==> config.mk <==
export PLATFORM = sky130hd
export DESIGN_NAME = literal_type_classifier
export DESIGN_NICKNAME = d
export VERILOG_FILES = /design/src/hdl/ltc_pkg.sv /design/src/hdl/literal_type_classifier.sv /design/src/hdl/ltc_input_stage.sv /design/src/hdl/ltc_scanner.sv /design/src/hdl/ltc_output_stage.sv
export SDC_FILE = /design/constraint.sdc
export NUM_CORES = 1
export LEC_CHECK = 0
export ABC_AREA = 1
export ABC_CLOCK_PERIOD_IN_PS = 1900
export BUFFER_PORTS_ARGS = -buffer_cell sky130_fd_sc_hd__buf_2
export CAP_MARGIN = 15
export CORE_MARGIN = 8
export CORE_UTILIZATION = 30
export CTS_BUF_LIST = sky130_fd_sc_hd__clkbuf_16
export CTS_CLUSTER_DIAMETER = 40
export CTS_CLUSTER_SIZE = 14
export DETAILED_ROUTE_END_ITERATION = 8
export PLACE_DENSITY_LB_ADDON = 0.15
export SLEW_MARGIN = 0
export SYNTH_ARGS = -nofsm -noshare
export SYNTH_HDL_FRONTEND = slang
export SYNTH_SLANG_ARGS = --single-unit
==> constraint.sdc <==
create_clock -name clk -period 1.9 [get_ports clk]
set_clock_uncertainty 0.15 [all_clocks]
set_input_delay 0.38 -clock clk [delete_from_list [all_inputs] [get_ports clk]]
set_output_delay 0.38 -clock clk [all_outputs]
set_load 0.005 [all_outputs]
==> src/hdl/ltc_pkg.sv <==
`timescale 1ns / 1ps
`default_nettype none
// ----------------------------------------------------------------------------
// ltc_pkg
// shared types, scanner state codes, class codes and the recognizer tables
// ----------------------------------------------------------------------------
package ltc_pkg;

  localparam int CharWidth  = 8;
  localparam int StateWidth = 4;
  localparam int ClassWidth = 3;

  // scanner states
  localparam logic [StateWidth-1:0] ST_START     = 4'd0;
  localparam logic [StateWidth-1:0] ST_ONE_SP    = 4'd1;
  localparam logic [StateWidth-1:0] ST_LEAD_SP   = 4'd2;
  localparam logic [StateWidth-1:0] ST_SIGN      = 4'd3;
  localparam logic [StateWidth-1:0] ST_OTHER_X   = 4'd4;
  localparam logic [StateWidth-1:0] ST_X_TRAIL   = 4'd5;
  localparam logic [StateWidth-1:0] ST_INT_D     = 4'd6;
  localparam logic [StateWidth-1:0] ST_INT_TRAIL = 4'd7;
  localparam logic [StateWidth-1:0] ST_DOT       = 4'd8;
  localparam logic [StateWidth-1:0] ST_FRAC      = 4'd9;
  localparam logic [StateWidth-1:0] ST_F         = 4'd10;
  localparam logic [StateWidth-1:0] ST_F_TRAIL   = 4'd11;
  localparam logic [StateWidth-1:0] ST_D_TRAIL   = 4'd12;
  localparam logic [StateWidth-1:0] ST_DEAD      = 4'd13;

  // literal classes
  localparam logic [ClassWidth-1:0] CLS_NONE   = 3'd0;
  localparam logic [ClassWidth-1:0] CLS_CHAR   = 3'd1;
  localparam logic [ClassWidth-1:0] CLS_INT    = 3'd2;
  localparam logic [ClassWidth-1:0] CLS_FLOAT  = 3'd3;
  localparam logic [ClassWidth-1:0] CLS_DOUBLE = 3'd4;

  // characters of interest
  localparam logic [CharWidth-1:0] CH_SPACE = 8'h20;
  localparam logic [CharWidth-1:0] CH_DOT   = 8'h2E;
  localparam logic [CharWidth-1:0] CH_F     = 8'h66;
  localparam logic [CharWidth-1:0] CH_MINUS = 8'h2D;
  localparam logic [CharWidth-1:0] CH_PLUS  = 8'h2B;
  localparam logic [CharWidth-1:0] CH_ZERO  = 8'h30;
  localparam logic [CharWidth-1:0] CH_NINE  = 8'h39;

  typedef struct packed {
    logic [CharWidth-1:0] ch;
    logic                 last_char;
  } item_t;

  function automatic logic [StateWidth-1:0] next_state(
    input logic [StateWidth-1:0] s,
    input logic [CharWidth-1:0]  c
  );
    logic sp;
    logic dg;
    logic sg;
    logic [StateWidth-1:0] ns;
    sp = (c == CH_SPACE);
    dg = (c >= CH_ZERO) && (c <= CH_NINE);
    sg = (c == CH_PLUS) || (c == CH_MINUS);
    case (s)
      ST_START, ST_ONE_SP, ST_LEAD_SP: begin
        if (sp)      ns = (s == ST_START) ? ST_ONE_SP : ST_LEAD_SP;
        else if (dg) ns = ST_INT_D;
        else if (sg) ns = ST_SIGN;
        else         ns = ST_OTHER_X;
      end
      ST_SIGN: begin
        if (dg)      ns = ST_INT_D;
        else if (sp) ns = ST_X_TRAIL;
        else         ns = ST_DEAD;
      end
      ST_OTHER_X, ST_X_TRAIL: begin
        ns = sp ? ST_X_TRAIL : ST_DEAD;
      end
      ST_INT_D: begin
        if (dg)               ns = ST_INT_D;
        else if (c == CH_DOT) ns = ST_DOT;
        else if (sp)          ns = ST_INT_TRAIL;
        else                  ns = ST_DEAD;
      end
      ST_INT_TRAIL: begin
        ns = sp ? ST_INT_TRAIL : ST_DEAD;
      end
      ST_DOT: begin
        ns = dg ? ST_FRAC : ST_DEAD;
      end
      ST_FRAC: begin
        if (dg)             ns = ST_FRAC;
        else if (c == CH_F) ns = ST_F;
        else if (sp)        ns = ST_D_TRAIL;
        else                ns = ST_DEAD;
      end
      ST_F, ST_F_TRAIL: begin
        ns = sp ? ST_F_TRAIL : ST_DEAD;
      end
      ST_D_TRAIL: begin
        ns = sp ? ST_D_TRAIL : ST_DEAD;
      end
      default: begin
        ns = ST_DEAD;
      end
    endcase
    return ns;
  endfunction

  function automatic logic [ClassWidth-1:0] class_of(input logic [StateWidth-1:0] s);
    logic [ClassWidth-1:0] cls;
    case (s)
      ST_ONE_SP, ST_SIGN, ST_OTHER_X, ST_X_TRAIL: cls = CLS_CHAR;
      ST_INT_D, ST_INT_TRAIL:                     cls = CLS_INT;
      ST_FRAC, ST_D_TRAIL:                        cls = CLS_DOUBLE;
      ST_F, ST_F_TRAIL:                           cls = CLS_FLOAT;
      default:                                    cls = CLS_NONE;
    endcase
    return cls;
  endfunction

endpackage
`default_nettype wire

==> src/hdl/literal_type_classifier.sv <==
`timescale 1ns / 1ps
`default_nettype none
// path: the last character of a string is held in the input register, then
//   its class is registered in the result register
// throughput: one character per cycle, set by the single state register that
//   takes one transition per cycle; a last character waits on a stalled result
// reset: synchronous, active high; clears both stages and returns the
//   recognizer to start of string
// ----------------------------------------------------------------------------
// literal_type_classifier
// classifies a character string as char, int, float, double or none
// ----------------------------------------------------------------------------
module literal_type_classifier (
  input  wire logic       clk,
  input  wire logic       rst,
  // character stream in
  input  wire logic       s_tvalid,
  output logic            s_tready,
  input  wire logic [7:0] s_tdata,   // [7:0] ch
  input  wire logic       s_tlast,   // last_char
  // class stream out
  output logic            m_tvalid,
  input  wire logic       m_tready,
  output logic [7:0]      m_tdata    // [2:0] literal_class, [7:3] zero
);
  import ltc_pkg::*;

  item_t                 in_item;
  item_t                 item;
  logic                  item_valid;
  logic                  out_free;
  logic                  step;
  logic [ClassWidth-1:0] literal_class;
  logic [ClassWidth-1:0] out_class;

  assign in_item.ch        = s_tdata;
  assign in_item.last_char = s_tlast;

  // a character that ends no string never waits on the output side;
  // the last one moves only when the result register can take its class
  assign step = item_valid && (!item.last_char || out_free);

  ltc_input_stage u_in (
    .clk        (clk),
    .rst        (rst),
    .in_valid   (s_tvalid),
    .in_item    (in_item),
    .in_ready   (s_tready),
    .take       (step),
    .item_valid (item_valid),
    .item       (item)
  );

  // state transition and class lookup of the registered character
  ltc_scanner u_scan (
    .clk           (clk),
    .rst           (rst),
    .step          (step),
    .item          (item),
    .literal_class (literal_class)
  );

  // only the last character of a string produces a result transfer
  ltc_output_stage u_out (
    .clk           (clk),
    .rst           (rst),
    .load          (step && item.last_char),
    .literal_class (literal_class),
    .free          (out_free),
    .out_valid     (m_tvalid),
    .out_ready     (m_tready),
    .out_class     (out_class)
  );

  assign m_tdata = {{(8 - ClassWidth){1'b0}}, out_class};

endmodule
`default_nettype wire

==> src/hdl/ltc_input_stage.sv <==
`timescale 1ns / 1ps
`default_nettype none
// ----------------------------------------------------------------------------
// ltc_input_stage
// input register for one character, refilled in the cycle it drains
// ----------------------------------------------------------------------------
module ltc_input_stage (
  input  wire logic          clk,
  input  wire logic          rst,
  input  wire logic          in_valid,
  input  wire ltc_pkg::item_t in_item,
  output logic               in_ready,
  input  wire logic          take,
  output logic               item_valid,
  output ltc_pkg::item_t     item
);
  import ltc_pkg::*;

  assign in_ready = !item_valid || take;

  always_ff @(posedge clk) begin
    if (rst) begin
      item_valid <= 1'b0;
    end else if (in_ready) begin
      item_valid <= in_valid;
    end
  end

  always_ff @(posedge clk) begin
    if (in_ready && in_valid) begin
      item <= in_item;
    end
  end

endmodule
`default_nettype wire

==> src/hdl/ltc_scanner.sv <==
`timescale 1ns / 1ps
`default_nettype none
// ----------------------------------------------------------------------------
// ltc_scanner
// recognizer state register and one transition per character
// ----------------------------------------------------------------------------
module ltc_scanner (
  input  wire logic                        clk,
  input  wire logic                        rst,
  input  wire logic                        step,
  input  wire ltc_pkg::item_t              item,
  output logic [ltc_pkg::ClassWidth-1:0]   literal_class
);
  import ltc_pkg::*;

  logic [StateWidth-1:0] scan_state;
  logic [StateWidth-1:0] scan_state_next;

  assign scan_state_next = next_state(scan_state, item.ch);
  assign literal_class   = class_of(scan_state_next);

  // back to start of string after the last character
  always_ff @(posedge clk) begin
    if (rst) begin
      scan_state <= ST_START;
    end else if (step) begin
      scan_state <= item.last_char ? ST_START : scan_state_next;
    end
  end

endmodule
`default_nettype wire

==> src/hdl/ltc_output_stage.sv <==
`timescale 1ns / 1ps
`default_nettype none
// ----------------------------------------------------------------------------
// ltc_output_stage
// result register holding one class until the downstream side takes it
// ----------------------------------------------------------------------------
module ltc_output_stage (
  input  wire logic                      clk,
  input  wire logic                      rst,
  input  wire logic                      load,
  input  wire logic [ltc_pkg::ClassWidth-1:0] literal_class,
  output logic                           free,
  output logic                           out_valid,
  input  wire logic                      out_ready,
  output logic [ltc_pkg::ClassWidth-1:0] out_class
);
  import ltc_pkg::*;

  assign free = !out_valid || out_ready;

  always_ff @(posedge clk) begin
    if (rst) begin
      out_valid <= 1'b0;
    end else if (free) begin
      out_valid <= load;
    end
  end

  always_ff @(posedge clk) begin
    if (free && load) begin
      out_class <= literal_class;
    end
  end

endmodule
`default_nettype wire

==> impl_metrics.ini <==
[cells_and_area]
inserted_diodes = 0
area.growth.synth_to_final_pct = 27.1
layoutNonFillerInstCount = 247
design_area_sq_um = 1490
layout.core_utilization_pct = 40.0
post_route_cells_drive_above_1_share_pct = 26.1
finish.net_count = 213

[yosys]
synthDistinctLibCells = 19
synth.yosys.seq_area_share_pct = 41.1
ys_top_cells_by_count = nand2_1, nor2_1, inv_1
ys_dominant_reg_cell = edfxtp_1
synthArstFlopShare_pct = 0
synthCells = 171
average_cell_area_after_synthesis_sq_um = 6.83
synth_largest_area_cell = edfxtp_1
syn-cell-area_sq_um = 1170
yosys_register_bits = 18
yosys-top-cells-area = edfxtp_1, nand2_1, dfxtp_1, nor2_1, inv_1
ys.warnings.count = 0
synth-edff-count = 12
synthDominantCellAreaShare_pct = 30.8
synth.most_common_cell = nand2_1

[route]
avgRoutedWirePerCell_microns = 11.3
ant_nets = 0
dr.pass1.iters = 4
wirelength_mm = 2.79
post-route-drc-count = 0
post_drt_via_cell_ratio = 4.68
detailedRoute.firstIterationViolations = 120
num_vias = 1155

[sta]
final.setup.tns_ns = 0
unrepaired_setup_endpoints_after_global_routing = true
fmax_ghz = 0.534
setup_viol = 0
finalWorstPathRequiredPeriod_ns = 1.87
layout_worst_path_cycle_share_pct = 98.6
timing_max_transition_violations_final = 0
timing_hold_violations_final = 0

[global_routing]
grt_remaining_overflow = 0
first_global_vias = 1120
initial_antenna_violation_count = 0
grt_first_pass_wirelength_mm = 4.72
grt_max_degree = 11
grtUsageTotal_pct = 9.21

[worst_setup_path]
worst_setup_path_end_kind = flip-flop
crit_type = flip-flop to flip-flop
worst-r2r-setup-slack_ns = 0.03
worst_ep_required_time_ns = 1.75
critical_path.max_fanout = 4
worst_setup_path_start_kind = flip-flop
worst_ep_arrival_time_ns = 1.72

[clocking]
clock_path_buffers = 2
cts_made_buffers = 3
tritoncts_num_sinks = 18
worst_setup_hold_path_clk_slew_ns = 0.05
clk-insertion-delay-late_ns = 0.25
clock_tree.htree_level_count = 1
cts_root_buffer = clkbuf_16
tritoncts = yes
cts_hold_buffers = 0

[run]
max-cap-violations = 0

[die]
floorplan.rows = 22
dieArea_sq_um = 6150
coreArea_sq_um = 3720
vert_die_dim_microns = 78.4
initial_utilization_pct = 31.4
die_w_microns = 78.4
ios = 23

[outcome]
outcome = finished, final reports clean

[placed_design]
gp_congestion = 0.855
dp.cells = 238
placement.io_buffers = 17
detailed_place.area_sq_um = 1310
dp.final_hpwl_mm = 2.24

[power]
leakagePower_nw = 0.753
power_per_cell_area_nw_per_um2 = 653
post-layout-total-power_w = 0.000969
max-vdd-ir-drop_v = 0.000390

[min_path]
hold_path.class = input port to flip-flop
layout make-up:
| class | instances | area [sq um] |
|---|---|---|
| fillers | 394 | 2230 |
| multi-input cells | 131 | 641 |
| flip-flops and latches | 18 | 482 |
| repair buffers | 25 | 145 |
| inverters | 21 | 78.8 |
| clock buffers | 3 | 75.1 |
| well taps | 48 | 60.1 |
| clock inverters | 1 | 3.75 |
per-layer routing:
metal / GRT usage [%] / vias to the layer above / share of wire (%)
met5: 0 / - / 0
met1: 11.1 / 528 / 45
met4: 4.26 / 0 / 1.5
met2: 15.4 / 35 / 47
li1: - / 587 / -
met3: 1.71 / 5 / 6.3
where the power goes:
part           internal [W]  switching, W
sequential         0.000438     0.0000128
combinational     0.0000408     0.0000661
clock              0.000279      0.000133
path summary, 6_finish.rpt:
kind / cells past startpoint / startpoint / to
hold / removal: 1 / s_tdata[0] / u_in.item[1]
setup reg to reg: 9 / u_in.item[4] / u_out.out_class[1]
hold reg to reg: 2 / u_in.item_valid / u_in.item_valid
setup / recovery: 9 / u_in.item[4] / u_out.out_class[1]
repair_timing:
item | 4_1_cts | 5_1_grt
endpoints found under the setup margin | 0 | 3
gates resized for setup | 0 | 16
buffers inserted | 0 | 5
cells in the final DEF (no fill, tap or decap):
| master | instances |
|---|---|
| nand2_1 | 57 |
| nor2_1 | 21 |
| inv_1 | 20 |
| buf_2 | 17 |
| nand3_1 | 12 |
| edfxtp_1 | 12 |
| a21oi_1 | 8 |
| buf_4 | 8 |
| nand2_2 | 5 |
| conb_1 | 5 |
| dfxtp_1 | 5 |
| nor2_2 | 4 |
| nand3_2 | 4 |
| o21ai_0 | 4 |
| nand2_4 | 3 |
| clkbuf_16 | 3 |
| nor2_4 | 2 |
| inv_2 | 2 |
| a21oi_4 | 1 |
| o21a_1 | 1 |
| nor3b_1 | 1 |
| o21bai_1 | 1 |
| o21ai_2 | 1 |
| a21oi_2 | 1 |
| dfxtp_2 | 1 |
worst max-delay path, cell delays in order (launching register included):
cell and delay, ns:
edfxtp_1 0.43, buf_4 0.16, nor2_1 0.07, nand2_1 0.08
nor2_2 0.21, a21oi_1 0.12, nand2_2 0.09, nand3_2 0.07
buf_4 0.15, o21a_1 0.09
flip-flops by register name, summed over array words and instances (netlist names):
name,cells
u_out.out_valid,1
u_in.item_valid,1
u_out.out_class,3
u_scan.scan_state,4
u_in.item,9
kinds of logic (layout without fill, tap and decap cells):
logic type	after synthesis	after routing	share of synthesized area, %
simple gates	109	109	40.3
buf+inv	26	50	9.96
flops	18	18	41.1
compound gates	17	17	8.35
other cells	1	5	0.321
through the flow:
step / hold slack, ns / setup WS (ns)
after global placement: 0.387 / 0.0136
after detailed placement: 0.382 / 0.0508
after CTS: 0.155 / 0.0391
after floorplan: 0.292 / 0.259
final: 0.156 / 0.0274
after global routing: 0.151 / -0.0686
Note: power is estimated with default switching activity, not from simulation.
